`config.mk`:
```
export PLATFORM = sky130hd
export DESIGN_NAME = header_directive_parser
export DESIGN_NICKNAME = d
export VERILOG_FILES = /design/src/rtl/hdp_pkg.sv /design/src/rtl/hdp_parse.sv /design/src/rtl/hdp_emit.sv /design/src/rtl/header_directive_parser.sv
export SDC_FILE = /design/constraint.sdc
export NUM_CORES = 1
export LEC_CHECK = 0
export ABC_AREA = 0
export BUFFER_PORTS_ARGS = -buffer_cell sky130_fd_sc_hd__buf_2
export CAP_MARGIN = 5
export CORE_MARGIN = 5
export CORE_UTILIZATION = 24
export CTS_BUF_LIST = sky130_fd_sc_hd__clkbuf_16
export CTS_CLUSTER_DIAMETER = 40
export DETAILED_ROUTE_END_ITERATION = 8
export PLACE_DENSITY_LB_ADDON = 0.12
export SLEW_MARGIN = 0
export SYNTH_ARGS = -nofsm -noshare
export SYNTH_HDL_FRONTEND = slang
export SYNTH_HIERARCHICAL = 1
export SYNTH_SLANG_ARGS = --single-unit
```
`constraint.sdc`:
```
create_clock -name clk -period 11.2 [get_ports clk]
set_input_delay 1.68 -clock clk [delete_from_list [all_inputs] [get_ports clk]]
set_output_delay 1.68 -clock clk [all_outputs]
set_load 0.02 [all_outputs]
```
`src/rtl/hdp_pkg.sv`:
```
// Shared types and constants for the header directive parser.
package hdp_pkg;

  typedef enum logic [5:0] {
    PH_BETWEEN = 6'b000001,
    PH_NAME    = 6'b000010,
    PH_VSTART  = 6'b000100,
    PH_UNQ     = 6'b001000,
    PH_QLEAD   = 6'b010000,
    PH_QBODY   = 6'b100000
  } phase_t;

  typedef enum logic [1:0] {
    KIND_BEGIN   = 2'd0,
    KIND_BYTE    = 2'd1,
    KIND_SUMMARY = 2'd2
  } kind_t;

  // Output sequencer sub-steps within one burst.
  typedef enum logic [3:0] {
    SUB_BEGIN   = 4'b0001,
    SUB_HOLD    = 4'b0010,
    SUB_BYTE    = 4'b0100,
    SUB_SUMMARY = 4'b1000
  } sub_t;

  localparam logic [2:0] C_MANIFEST = 3'b001;
  localparam logic [2:0] C_MAXAGE   = 3'b010;
  localparam logic [2:0] C_MODE     = 3'b100;
  localparam logic [2:0] C_ALL      = 3'b111;

  localparam logic [7:0] CH_SPACE = 8'h20;
  localparam logic [7:0] CH_TAB   = 8'h09;
  localparam logic [7:0] CH_COMMA = 8'h2c;
  localparam logic [7:0] CH_EQ    = 8'h3d;
  localparam logic [7:0] CH_DQ    = 8'h22;
  localparam logic [7:0] CH_SQ    = 8'h27;
  localparam logic [7:0] CH_PLUS  = 8'h2b;
  localparam logic [7:0] CH_MINUS = 8'h2d;
  localparam logic [7:0] CH_0     = 8'h30;
  localparam logic [7:0] CH_9     = 8'h39;

  localparam logic [30:0] AGE_MAX = 31'h7fffffff;

  function automatic logic [7:0] word_manifest(input logic [2:0] i);
    case (i)
      3'd0: word_manifest = 8'h6d;
      3'd1: word_manifest = 8'h61;
      3'd2: word_manifest = 8'h6e;
      3'd3: word_manifest = 8'h69;
      3'd4: word_manifest = 8'h66;
      3'd5: word_manifest = 8'h65;
      3'd6: word_manifest = 8'h73;
      default: word_manifest = 8'h74;
    endcase
  endfunction

  function automatic logic [7:0] word_maxage(input logic [2:0] i);
    case (i)
      3'd0: word_maxage = 8'h6d;
      3'd1: word_maxage = 8'h61;
      3'd2: word_maxage = 8'h78;
      3'd3: word_maxage = 8'h2d;
      3'd4: word_maxage = 8'h61;
      3'd5: word_maxage = 8'h67;
      default: word_maxage = 8'h65;
    endcase
  endfunction

  function automatic logic [7:0] word_mode(input logic [1:0] i);
    case (i)
      2'd0: word_mode = 8'h6d;
      2'd1: word_mode = 8'h6f;
      2'd2: word_mode = 8'h64;
      default: word_mode = 8'h65;
    endcase
  endfunction

  // What one parse step asks the output sequencer to send.
  typedef struct packed {
    logic        do_begin;
    logic        do_bytes;
    logic        do_summary;
    logic        target;
    logic [5:0]  hold_cnt;
    logic [63:0] hold_tabs;
    logic [7:0]  data_byte;
    logic        manifest_found;
    logic        mode_found;
    logic        age_valid;
    logic [30:0] age_seconds;
    logic        spaces_dropped;
  } step_t;

endpackage

```
`src/rtl/hdp_parse.sv`:
```
// Parse state and per-byte next-state logic.
module hdp_parse import hdp_pkg::*; #(
  parameter int HOLD_CAP = 32
) (
  input  logic       clk,
  input  logic       rst_n,
  input  logic       step_en,
  input  logic [7:0] header_byte,
  input  logic       end_of_header,
  output step_t      step
);

  phase_t      phase_r, phase_nxt;
  logic [2:0]  cand_r, cand_nxt;
  logic [3:0]  npos_r, npos_nxt;
  logic        ntrail_r, ntrail_nxt;
  logic        qsingle_r, qsingle_nxt;
  logic [5:0]  pend_r, pend_nxt;
  logic [63:0] tabs_r, tabs_nxt;
  logic [30:0] acc_r, acc_nxt;
  logic        ns_minus_r, ns_minus_nxt, ns_sign_r, ns_sign_nxt;
  logic        ns_digit_r, ns_digit_nxt, ns_bad_r, ns_bad_nxt;
  logic        ff_man_r, ff_man_nxt, ff_mode_r, ff_mode_nxt;
  logic        ff_age_r, ff_age_nxt, ff_drop_r, ff_drop_nxt;
  logic [30:0] age_r, age_nxt;

  logic [7:0]  c;
  logic        is_ws;
  logic [35:0] acc_x10;
  logic [35:0] acc_sum;
  logic [7:0]  qch;

  assign c = header_byte;
  assign is_ws = (c == CH_SPACE) || (c == CH_TAB);
  assign acc_x10 = ({5'd0, acc_r} << 3) + ({5'd0, acc_r} << 1);
  assign acc_sum = acc_x10 + {28'd0, c - CH_0};
  assign qch = qsingle_r ? CH_SQ : CH_DQ;

  always_comb begin
    logic [2:0] m;
    logic       strm;
    logic       v_done;
    logic       v_char;
    logic       v_ws;
    logic       n_done;
    logic       n_char;
    phase_t     ph_after;
    m = 3'd0;
    strm = 1'b0;
    v_done = 1'b0;
    v_char = 1'b0;
    v_ws = 1'b0;
    n_done = 1'b0;
    n_char = 1'b0;
    phase_nxt = phase_r;
    cand_nxt = cand_r;
    npos_nxt = npos_r;
    ntrail_nxt = ntrail_r;
    qsingle_nxt = qsingle_r;
    pend_nxt = pend_r;
    tabs_nxt = tabs_r;
    acc_nxt = acc_r;
    ns_minus_nxt = ns_minus_r;
    ns_sign_nxt = ns_sign_r;
    ns_digit_nxt = ns_digit_r;
    ns_bad_nxt = ns_bad_r;
    ff_man_nxt = ff_man_r;
    ff_mode_nxt = ff_mode_r;
    ff_age_nxt = ff_age_r;
    ff_drop_nxt = ff_drop_r;
    age_nxt = age_r;
    step = '0;

    case (phase_r)
      PH_BETWEEN: begin
        if (!(is_ws || c == CH_COMMA)) begin
          cand_nxt = C_ALL;
          npos_nxt = 4'd0;
          ntrail_nxt = 1'b0;
          if (c == CH_EQ) begin
            cand_nxt = 3'd0;
            n_done = 1'b1;
          end else begin
            phase_nxt = PH_NAME;
            n_char = 1'b1;
          end
        end
      end
      PH_NAME: begin
        if (c == CH_EQ) n_done = 1'b1;
        else if (c == CH_COMMA) phase_nxt = PH_BETWEEN;
        else if (is_ws) ntrail_nxt = 1'b1;
        else n_char = 1'b1;
      end
      PH_VSTART: begin
        if (!is_ws) begin
          if (c == CH_DQ || c == CH_SQ) begin
            qsingle_nxt = (c == CH_SQ);
            phase_nxt = PH_QLEAD;
          end else if (c == CH_COMMA) begin
            v_done = 1'b1;
          end else begin
            phase_nxt = PH_UNQ;
            v_char = 1'b1;
          end
        end
      end
      PH_UNQ: begin
        if (c == CH_COMMA) v_done = 1'b1;
        else if (is_ws) v_ws = 1'b1;
        else v_char = 1'b1;
      end
      PH_QLEAD, PH_QBODY: begin
        if (c == qch) v_done = 1'b1;
        else if (is_ws) v_ws = (phase_r == PH_QBODY);
        else begin
          phase_nxt = PH_QBODY;
          v_char = 1'b1;
        end
      end
      default: phase_nxt = PH_BETWEEN;
    endcase

    if (n_char) begin
      if (ntrail_nxt) begin
        cand_nxt = 3'd0;
      end else begin
        if (npos_nxt >= 4'd8 || word_manifest(npos_nxt[2:0]) != c)
          cand_nxt = cand_nxt & ~C_MANIFEST;
        if (npos_nxt >= 4'd7 || word_maxage(npos_nxt[2:0]) != c)
          cand_nxt = cand_nxt & ~C_MAXAGE;
        if (npos_nxt >= 4'd4 || word_mode(npos_nxt[1:0]) != c)
          cand_nxt = cand_nxt & ~C_MODE;
      end
      if (npos_nxt != 4'd15) npos_nxt = npos_nxt + 4'd1;
    end

    if (n_done) begin
      if (cand_nxt[0] && npos_nxt == 4'd8) m = C_MANIFEST;
      else if (cand_nxt[1] && npos_nxt == 4'd7) m = C_MAXAGE;
      else if (cand_nxt[2] && npos_nxt == 4'd4) m = C_MODE;
      cand_nxt = m;
      pend_nxt = '0;
      tabs_nxt = '0;
      acc_nxt = '0;
      {ns_minus_nxt, ns_sign_nxt, ns_digit_nxt, ns_bad_nxt} = 4'd0;
      if (m == C_MANIFEST) ff_man_nxt = 1'b1;
      if (m == C_MODE) ff_mode_nxt = 1'b1;
      step.do_begin = (m == C_MANIFEST) || (m == C_MODE);
      step.target = (m == C_MODE);
      phase_nxt = PH_VSTART;
    end

    strm = (cand_r == C_MANIFEST) || (cand_r == C_MODE);

    if (v_ws) begin
      if (strm) begin
        if (pend_r >= 6'(HOLD_CAP)) begin
          ff_drop_nxt = 1'b1;
        end else begin
          if (c == CH_TAB) tabs_nxt[pend_r] = 1'b1;
          pend_nxt = pend_r + 6'd1;
        end
      end else if (cand_r == C_MAXAGE) begin
        pend_nxt = 6'd1;
      end
    end

    if (v_char) begin
      if (strm) begin
        step.do_bytes = 1'b1;
        step.target = (cand_r == C_MODE);
        step.hold_cnt = pend_r;
        step.hold_tabs = tabs_r;
        step.data_byte = c;
        pend_nxt = '0;
        tabs_nxt = '0;
      end else if (cand_r == C_MAXAGE) begin
        if (pend_r != 6'd0) begin
          ns_bad_nxt = 1'b1;
        end else if (c >= CH_0 && c <= CH_9) begin
          if (acc_sum > {5'd0, AGE_MAX}) ns_bad_nxt = 1'b1;
          else acc_nxt = acc_sum[30:0];
          ns_digit_nxt = 1'b1;
        end else if (c == CH_PLUS || c == CH_MINUS) begin
          if (ns_sign_r || ns_digit_r) ns_bad_nxt = 1'b1;
          else begin
            ns_sign_nxt = 1'b1;
            if (c == CH_MINUS) ns_minus_nxt = 1'b1;
          end
        end else begin
          ns_bad_nxt = 1'b1;
        end
      end
    end

    // The end flag closes any open value after this byte's own update.
    ph_after = phase_nxt;
    if (end_of_header && (ph_after == PH_VSTART || ph_after == PH_UNQ ||
        ph_after == PH_QLEAD || ph_after == PH_QBODY))
      v_done = 1'b1;

    if (v_done) begin
      if (cand_nxt == C_MAXAGE && !ns_bad_nxt && ns_digit_nxt &&
          (!ns_minus_nxt || acc_nxt == 31'd0)) begin
        age_nxt = acc_nxt;
        ff_age_nxt = 1'b1;
      end
      pend_nxt = '0;
      tabs_nxt = '0;
      acc_nxt = '0;
      {ns_minus_nxt, ns_sign_nxt, ns_digit_nxt, ns_bad_nxt} = 4'd0;
      phase_nxt = PH_BETWEEN;
    end

    if (end_of_header) begin
      step.do_summary = 1'b1;
      step.manifest_found = ff_man_nxt;
      step.mode_found = ff_mode_nxt;
      step.age_valid = ff_age_nxt;
      step.age_seconds = age_nxt;
      step.spaces_dropped = ff_drop_nxt;
      phase_nxt = PH_BETWEEN;
      cand_nxt = C_ALL;
      npos_nxt = '0;
      ntrail_nxt = 1'b0;
      qsingle_nxt = 1'b0;
      pend_nxt = '0;
      tabs_nxt = '0;
      acc_nxt = '0;
      {ns_minus_nxt, ns_sign_nxt, ns_digit_nxt, ns_bad_nxt} = 4'd0;
      {ff_man_nxt, ff_mode_nxt, ff_age_nxt, ff_drop_nxt} = 4'd0;
      age_nxt = '0;
    end
  end

  always_ff @(posedge clk) begin
    if (!rst_n) begin
      phase_r <= PH_BETWEEN;
      cand_r <= C_ALL;
      npos_r <= '0;
      ntrail_r <= 1'b0;
      qsingle_r <= 1'b0;
      pend_r <= '0;
      tabs_r <= '0;
      acc_r <= '0;
      {ns_minus_r, ns_sign_r, ns_digit_r, ns_bad_r} <= 4'd0;
      {ff_man_r, ff_mode_r, ff_age_r, ff_drop_r} <= 4'd0;
      age_r <= '0;
    end else if (step_en) begin
      phase_r <= phase_nxt;
      cand_r <= cand_nxt;
      npos_r <= npos_nxt;
      ntrail_r <= ntrail_nxt;
      qsingle_r <= qsingle_nxt;
      pend_r <= pend_nxt;
      tabs_r <= tabs_nxt;
      acc_r <= acc_nxt;
      {ns_minus_r, ns_sign_r, ns_digit_r, ns_bad_r} <=
        {ns_minus_nxt, ns_sign_nxt, ns_digit_nxt, ns_bad_nxt};
      {ff_man_r, ff_mode_r, ff_age_r, ff_drop_r} <=
        {ff_man_nxt, ff_mode_nxt, ff_age_nxt, ff_drop_nxt};
      age_r <= age_nxt;
    end
  end

`ifndef SYNTHESIS
  a_hold_cap: assert property (@(posedge clk) disable iff (!rst_n)
    pend_r <= 6'(HOLD_CAP) || cand_r == C_MAXAGE) else $error("hold count over cap");
  a_end_resets: assert property (@(posedge clk) disable iff (!rst_n)
    step_en && end_of_header |=> phase_r == PH_BETWEEN && cand_r == C_ALL)
    else $error("state not reset after header end");
  a_stream_alone: assert property (@(posedge clk) disable iff (!rst_n)
    !(step.do_begin && step.do_bytes)) else $error("begin and bytes in one step");
`endif

endmodule

```
`src/rtl/hdp_emit.sv`:
```
// Output sequencer: plays one parse step out as a burst of results.
module hdp_emit import hdp_pkg::*; (
  input  logic        clk,
  input  logic        rst_n,
  input  logic        load,
  input  step_t       step,
  output logic        busy,
  output logic        out_valid,
  input  logic        out_ready,
  output logic [1:0]  out_kind,
  output logic        out_target,
  output logic [7:0]  out_data_byte,
  output logic        out_manifest_found,
  output logic        out_mode_found,
  output logic        out_age_valid,
  output logic [30:0] out_age_seconds,
  output logic        out_spaces_dropped,
  output logic        out_last
);

  step_t      job_r;
  logic       act_r;
  logic [5:0] idx_r;
  // Sub-step: begin marker, held whitespace, value byte or summary.
  sub_t       sub_r;
  sub_t       sub_first;
  sub_t       sub_next;
  logic       final_one;
  logic       adv;

  always_comb begin
    if (step.do_begin) sub_first = SUB_BEGIN;
    else if (step.do_bytes && step.hold_cnt != 6'd0) sub_first = SUB_HOLD;
    else if (step.do_bytes) sub_first = SUB_BYTE;
    else sub_first = SUB_SUMMARY;
  end

  always_comb begin
    sub_next = sub_r;
    final_one = 1'b0;
    case (sub_r)
      SUB_BEGIN: begin
        if (job_r.do_summary) sub_next = SUB_SUMMARY;
        else final_one = 1'b1;
      end
      SUB_HOLD: begin
        if (idx_r + 6'd1 == job_r.hold_cnt) sub_next = SUB_BYTE;
      end
      SUB_BYTE: begin
        if (job_r.do_summary) sub_next = SUB_SUMMARY;
        else final_one = 1'b1;
      end
      default: final_one = 1'b1;
    endcase
  end

  assign adv = act_r && out_ready;
  assign busy = act_r && !(out_ready && final_one);

  always_ff @(posedge clk) begin
    if (!rst_n) begin
      act_r <= 1'b0;
      sub_r <= SUB_BEGIN;
      idx_r <= '0;
    end else if (load) begin
      act_r <= step.do_begin || step.do_bytes || step.do_summary;
      sub_r <= sub_first;
      idx_r <= '0;
    end else if (adv) begin
      if (final_one) act_r <= 1'b0;
      sub_r <= sub_next;
      idx_r <= (sub_r == SUB_HOLD) ? idx_r + 6'd1 : idx_r;
    end
  end

  always_ff @(posedge clk) begin
    if (load) job_r <= step;
  end

  assign out_valid = act_r;
  assign out_last = final_one;
  always_comb begin
    out_kind = KIND_SUMMARY;
    out_target = 1'b0;
    out_data_byte = 8'd0;
    case (sub_r)
      SUB_BEGIN: begin
        out_kind = KIND_BEGIN;
        out_target = job_r.target;
      end
      SUB_HOLD: begin
        out_kind = KIND_BYTE;
        out_target = job_r.target;
        out_data_byte = job_r.hold_tabs[idx_r] ? CH_TAB : CH_SPACE;
      end
      SUB_BYTE: begin
        out_kind = KIND_BYTE;
        out_target = job_r.target;
        out_data_byte = job_r.data_byte;
      end
      default: out_kind = KIND_SUMMARY;
    endcase
    out_manifest_found = (sub_r == SUB_SUMMARY) && job_r.manifest_found;
    out_mode_found = (sub_r == SUB_SUMMARY) && job_r.mode_found;
    out_age_valid = (sub_r == SUB_SUMMARY) && job_r.age_valid;
    out_age_seconds = (sub_r == SUB_SUMMARY) ? job_r.age_seconds : 31'd0;
    out_spaces_dropped = (sub_r == SUB_SUMMARY) && job_r.spaces_dropped;
  end

`ifndef SYNTHESIS
  a_idx_range: assert property (@(posedge clk) disable iff (!rst_n)
    act_r && sub_r == SUB_HOLD |-> idx_r < job_r.hold_cnt)
    else $error("hold index out of range");
  a_no_load_busy: assert property (@(posedge clk) disable iff (!rst_n)
    load |-> !busy) else $error("load while burst pending");
  a_summary_last: assert property (@(posedge clk) disable iff (!rst_n)
    act_r && sub_r == SUB_SUMMARY |-> final_one) else $error("summary not final");
`endif

endmodule

```
`src/rtl/header_directive_parser.sv`:
```
// Top level of the header directive parser.
//
// Usage: header bytes enter on the in_ channel (valid/ready), one byte per
// request, with in_end_of_header on the final byte. Each accepted byte
// causes zero or more results on the out_ channel: a begin marker when a
// manifest or mode value starts, value bytes (held inner whitespace plus the
// byte that releases it), and a summary after the final byte. out_last marks
// the final result of each byte's burst.
// The first result of a byte appears in the cycle after its acceptance.
// Throughput: one byte per cycle while each byte yields at most one result
// and out_ready is high; the output sequencer sends one result per cycle
// while out_ready is high, keeping a byte's N results in the output register.
// in_ready stays high while the current burst is finishing this cycle, so
// bursts follow each other without a gap. When the receiver stalls, the
// burst holds and in_ready falls until its last result is taken.
// Reset (rst_n low, synchronous) returns the parse state to between
// directives, clears all flags and drops any pending result.
module header_directive_parser import hdp_pkg::*; #(
  parameter int PENDING_LIMIT = 32
) (
  input  logic        clk,
  input  logic        rst_n,
  input  logic        in_valid,
  output logic        in_ready,
  input  logic [7:0]  in_header_byte,
  input  logic        in_end_of_header,
  output logic        out_valid,
  input  logic        out_ready,
  output logic [1:0]  out_kind,
  output logic        out_target,
  output logic [7:0]  out_data_byte,
  output logic        out_manifest_found,
  output logic        out_mode_found,
  output logic        out_age_valid,
  output logic [30:0] out_age_seconds,
  output logic        out_spaces_dropped,
  output logic        out_last
);

  localparam int HOLD_CAP = (PENDING_LIMIT < 33) ? PENDING_LIMIT : 33;

  step_t step;
  logic  busy;
  logic  accept;

  assign in_ready = !busy;
  assign accept = in_valid && in_ready;

  hdp_parse #(.HOLD_CAP(HOLD_CAP)) u_parse (
    .clk(clk), .rst_n(rst_n), .step_en(accept),
    .header_byte(in_header_byte), .end_of_header(in_end_of_header),
    .step(step)
  );

  hdp_emit u_emit (
    .clk(clk), .rst_n(rst_n), .load(accept), .step(step), .busy(busy),
    .out_valid(out_valid), .out_ready(out_ready), .out_kind(out_kind),
    .out_target(out_target), .out_data_byte(out_data_byte),
    .out_manifest_found(out_manifest_found), .out_mode_found(out_mode_found),
    .out_age_valid(out_age_valid), .out_age_seconds(out_age_seconds),
    .out_spaces_dropped(out_spaces_dropped), .out_last(out_last)
  );

`ifndef SYNTHESIS
  a_out_hold: assert property (@(posedge clk) disable iff (!rst_n)
    out_valid && !out_ready |=> out_valid) else $error("result dropped under stall");
  a_ready_busy: assert property (@(posedge clk) disable iff (!rst_n)
    out_valid && !out_ready |-> !in_ready) else $error("accepted during stall");
  a_last_clears: assert property (@(posedge clk) disable iff (!rst_n)
    !in_valid && out_valid && out_ready && out_last |=> !out_valid)
    else $error("burst continued past last");
`endif

endmodule
```
After elaboration in Yosys (flattened, before gate mapping) --
Index checks and enable logic that the tools add are counted.
Cells by class: reduce and logical (&&, ||, !) cells 59, bitwise logic cells 2, muxes and demuxes 189, add/sub/neg operators 6, order comparisons 10, equal/unequal tests 48
Operator list (number):
- $mux 64 | 9
- $mux 31 | 13
- $mux 79 | 2
- $mux 6 | 22
- $mux 1 | 95
- $or 64x64->64 | 1
- $eq 8x6->1 const B | 7
- $mux 4 | 12
- $mux 8 | 6
- $mux 3 | 13
- $add 36x8->36 | 1
- $gt 36x31->1 const B | 1
- $add 34x32->35 | 1
- $pmux 5 s7 | 1
- $pmux 7 s5 | 1
- $logic_not 31->1 | 1
- $pmux 6 s5 | 1
- $ne 8x8->1 | 3
- $logic_and 1x1->1 | 18
- $logic_or 1x1->1 | 16
- $pmux 8 s2 | 1
- $eq 3x3->1 const B | 5
- $lt 6x7->1 const B | 2
- $add 6x1->6 const B | 2
- 48 further kinds | 80
Word-level totals: input bits 13, flip-flop bits (word level) 281, word-level logic and storage cells 344

Depth between registers and ports, before layout --
depth in word-level cells 30, gate-level depth with buffers 22, mapped depth without buffers 21

Hierarchy --
The synthesis kept the hierarchy.
By module, submodules not included:
- hdp_parse | area an instance 11194.5 µm², times used 1, cells an instance 1407, sequential area each 3103.0 µm²
- hdp_emit | area an instance 5141.2 µm², times used 1, cells an instance 312, sequential area each 3673.5 µm²
- header_directive_parser | area an instance 10.0 µm², times used 1, cells an instance 2, sequential area each 0.0 µm²

Least setup slack after synthesis --
No wires, ideal clock.
kind input port to flip-flop, start point in out_ready, end point reg u_parse.tabs_r[16], setup slack 1.793 ns, stages 11, arrival time 9.341 ns, buffers on the path 1, path through a21boi_0 nor2b_1 clkbuf_1 inv_1 nor2_1 nand2_1 nor2_1 nand4_1 nor3b_1 a22oi_1 nor2b_1
On the way: longest elaborated chain between the ends 5
RTL lines:
- from (decl) | line header_directive_parser.sv:28 | input logic out_ready,
- $logic_and 1x1->1 | line hdp_emit.sv:58 | assign busy = act_r && !(out_ready && final_one);
- $logic_not 1->1 | line hdp_emit.sv:58
- $logic_and 1x1->1 | line hdp_emit.sv:58
- $logic_not 1->1 | line header_directive_parser.sv:46 | assign in_ready = !busy;
- $logic_and 1x1->1 | line header_directive_parser.sv:47 | assign accept = in_valid && in_ready;
- via accept | line header_directive_parser.sv:44 | logic accept;
- to (signal assigned) | line hdp_parse.sv:257 | tabs_r <= tabs_nxt;
- to (decl) | line hdp_parse.sv:19 | logic [63:0] tabs_r, tabs_nxt;
The timed path passes the listed nets, and every way through them passes these cells. A chain may end at the register's enable or synchronous reset.

Final worst setup path --
start point in in_header_byte[4], end point reg u_emit/job_r[31] (netlist bit), data pin
On the way: longest elaborated chain between the ends 27
RTL lines:
- from (decl) | line header_directive_parser.sv:25 | input logic [7:0] in_header_byte,
- branches (longest 26 deep; another with $add 36x8->36)
- $mux 31 * | line hdp_parse.sv:203 | if (v_done) begin
- to (signal assigned) | line hdp_emit.sv:77 | if (load) job_r <= step;
- to (decl) | line hdp_emit.sv:21 | step_t job_r;
Every way passes the cells marked *. The select of a mux whose other input is x is not followed.

==> flow_summary.json <==
{
  "outcome": "complete, no violations",
  "grt_max_degree": 82,
  "dieArea_mm2": 0.07343,
  "antenna_found_initial": 1,
  "cts.hold.buffers_added": 0,
  "antenna_left": 0,
  "syn2layout_area_growth_pct": 16.69,
  "rr_worst_depth": 15,
  "std_cell_rows": 95,
  "fp.dieH_um": 271.0,
  "pre_cts_slack_ns": 3.063,
  "end_kind": "flip-flop",
  "yosys.area.top_type": "edfxtp_1",
  "post-cts-setup-buffer-count": 0,
  "max_freq_mhz": 128.1,
  "powerDensity_mw_per_mm2": 145.9,
  "finalHoldViolations": 0,
  "max-cap-violations": 0,
  "critical_path_class": "input pin to flip-flop",
  "yosysSeqAreaShare": 0.4146,
  "drive_gt1_frac": 0.1263,
  "yosys-top-cells-area": "edfxtp_1 21%, dfxtp_1 20%, ha_1 5.4%",
  "min-delay-start": "u_parse/age_r[14]",
  "overflow": 0,
  "critPathMaxFanout": 26,
  "finalInstanceArea_mm2": 0.01907,
  "vias": 13363,
  "dp_hpwl_mm": 36.52,
  "die_x_um": 271.0,
  "tns_ns": 0,
  "cts_resized": 0,
  "final.setup.worst_slack_ns": 3.392,
  "synth.avg_cell_area_um2": 9.498,
  "cts_tree": "built",
  "floorplan.initialDensity": 0.2425,
  "synth_ff_type": "dfxtp_1",
  "pin_count": 62,
  "clk_latency_ns": 0.59,
  "slew_violations": 0,
  "max_slew_margin": 0.1965,
  "core_mm2": 0.06740,
  "port-buffer-count": 61,
  "setup_viol": 0,
  "rsz0062_at_grt": "no",
  "clkSinkCount": 281,
  "utilization": 0.2830,
  "drc": 0,
  "grt_util_all_layers": 0.1386,
  "grt_pass1_wl_mm": 81.54,
  "synth_top_cell_area_share": 0.2113,
  "synth-async-reset-ratio": 0,
  "syn_area_mm2": 0.01635,
  "synth-edff-count": 115,
  "cts_buffers": 51,
  "crit_path_start_kind": "input pin",
  "hold_path_depth": 1,
  "ir_drop_mv": 0.1159,
  "cts.clk_slew.worst_paths_ns": 0.05,
  "fin_nets": 1819,
  "p_leak_nw": 7.461,
  "cp.required_ns": 11.64,
  "hold_path.class": "flip-flop to flip-flop",
  "arrival_ns": 8.25,
  "ys_types": 87,
  "num_antenna_cells": 0,
  "yosys_warnings": 6,
  "synth_nets": 1810,
  "drtIter0Drc": 882,
  "clk_path_buf_depth": 3,
  "tightest_slew_ns": 1.205,
  "synthCells": 1721,
  "placed_area_mm2": 0.01736,
  "cts_max_level": 2,
  "whs_endpoint": "u_parse/age_r[14]",
  "vias_per_cell": 5.050,
  "timing.final.crit_share": 0.6971,
  "ys_ff_latch": 281,
  "timing.rr.end": "u_parse/age_r[23]",
  "fin_skew_ns": 0.02976,
  "drt_wl_total_mm": 52.55,
  "firstDrtPassIters": 7,
  "regToRegStartpoint": "u_parse/acc_r[2]",
  "grt_pass1_vias": 13187,
  "r2r_setup_slack_ns": 4.76,
  "place_congestion": 0.8356,
  "timing.final.crit_period_ns": 7.808,
  "routedWlPerCell_um": 19.86,
  "ctsRootBufferMaster": "clkbuf_16"
}
==> layout make-up <==
class                           count  area (um2)
Timing Repair Buffer               82       465.4
Sequential cell                   281        6777
Tap cell                          873        1092
Multi-Input combinational cell   1276        8882
Clock buffer                       53        1326
Inverter                           38       142.6
Fill cell                        7103       48320
Clock inverter                     43       387.9
==> cell usage after synthesis, types with 8 or more instances <==
master / n
a22o_1: 27
nor4_1: 14
nand2_1: 111
o22ai_1: 10
nand3_1: 59
a21oi_1: 75
xnor2_1: 28
and2_1: 70
nor2b_1: 85
o21ai_0: 72
a21o_1: 9
nand4_1: 19
mux4_2: 9
inv_1: 37
a32o_1: 29
o2111ai_1: 9
mux2i_1: 11
o2bb2ai_1: 16
ha_1: 70
a31oi_1: 9
buf_2: 9
o21a_1: 25
nor3b_1: 13
nand2b_1: 12
a22oi_1: 65
edfxtp_1: 115
nor2_1: 89
o211ai_1: 10
or2_2: 16
xor2_1: 18
clkbuf_1: 95
nor3_1: 26
and3_1: 123
o31ai_1: 10
buf_6: 8
dfxtp_1: 166
a211oi_1: 17
==> cells in the final DEF (no fill, tap or decap), types with 10 or more instances in the layout <==
master	netlist	routed
a22o_1	27	27
a21oi_1	75	75
buf_4	6	22
inv_1	37	46
nand3_1	59	59
nor3b_1	13	13
a22oi_1	65	65
and3_1	123	123
nand2b_1	12	12
xnor2_1	28	28
or2_2	16	16
mux2i_1	11	11
nor4_1	14	14
o31ai_1	10	10
nor2b_1	85	84
a32o_1	29	29
nor3_1	26	26
dfxtp_1	166	166
nand4_1	19	19
and2_1	70	70
ha_1	70	70
o2bb2ai_1	16	16
o21a_1	25	25
nand2_1	111	110
edfxtp_1	115	115
nor2_1	89	88
a211oi_1	17	17
o21ai_0	72	72
clkbuf_16	0	53
xor2_1	18	18
buf_2	9	60
o211ai_1	10	10
==> per-layer routing <==
layer | vias up | share of wire | wire, um | global-route usage
li1 | 6456 | - | - | -
met5 | - | 0 | 0 | 0
met1 | 6570 | 0.50 | 26200 | 0.2024
met3 | 73 | 0.035 | 1826 | 0.01932
met4 | 0 | 0.023 | 1204 | 0.03734
met2 | 264 | 0.44 | 23320 | 0.2145
==> how the worst max path moves through the flow <==
stage | depth (start not counted) | from | to
global route | 18 | in_header_byte[4] | u_parse/age_r[30]
finish | 18 | in_header_byte[4] | u_emit/job_r[31]
CTS | 18 | in_header_byte[4] | u_emit/job_r[31]
detailed placement | 18 | in_header_byte[4] | u_emit/job_r[31]
floorplan | 11 | out_ready | u_parse/tabs_r[16]
global placement | 17 | in_header_byte[4] | u_parse/age_r[23]
==> sequential cells by signal, indices dropped and copies added, names as in the netlist, 3 cells and up <==
register         flops
u_emit/idx_r         6
u_emit/job_r       115
u_emit/sub_r         4
u_parse/acc_r       31
u_parse/age_r       31
u_parse/cand_r       3
u_parse/npos_r       4
u_parse/pend_r       6
u_parse/phase_r      6
u_parse/tabs_r      64
==> report_power, final <==
group	internal [mW]	leakage (nW)	switching (mW)
clock	0.943	0.847	0.576
sequential	1.09	2.50	0.0115
combinational	0.0474	4.11	0.112
total	2.08	7.46	0.699
==> logic make-up (layout without fill, tap and decap cells) <==
logic type / Yosys count / after routing / synth area share
AO/OA/AOI/OAI: 447 / 447 / 0.1984
multiplexers: 30 / 30 / 0.02878
buffers and inverters: 164 / 216 / 0.04440
AND/OR/NAND/NOR: 677 / 677 / 0.2283
flip-flops: 281 / 281 / 0.4146
XOR/XNOR: 46 / 46 / 0.02465
adder cells (fa/ha/maj): 76 / 76 / 0.06093
==> per-stage QoR <==
step | cells | power, mW | hold slack (ns)
floorplan | 1721 | 1.234 | 0.4242
global placement | 2550 | 1.289 | 0.4362
detailed placement | 2550 | 1.289 | 0.4401
CTS | 2646 | 2.833 | 0.4571
global route | 2646 | 2.894 | 0.4652
finish | 2646 | 2.782 | 0.4535
==> critical path: stages <==
cell	delay, ns
buf_2	0.16
inv_1	0.11
ha_1	0.19
nor3b_1	0.82
nand3_1	0.47
nand2_1	0.38
nand2_1	0.20
inv_1	0.19
ha_1	0.42
ha_1	0.32
inv_1	0.11
a211oi_1	0.28
xnor2_1	0.10
o41ai_1	0.49
o2111ai_1	0.28
nor4_2	0.74
and2_1	1.03
a32o_1	0.25
No activity file was read; power rests on OpenSTA's default activity.
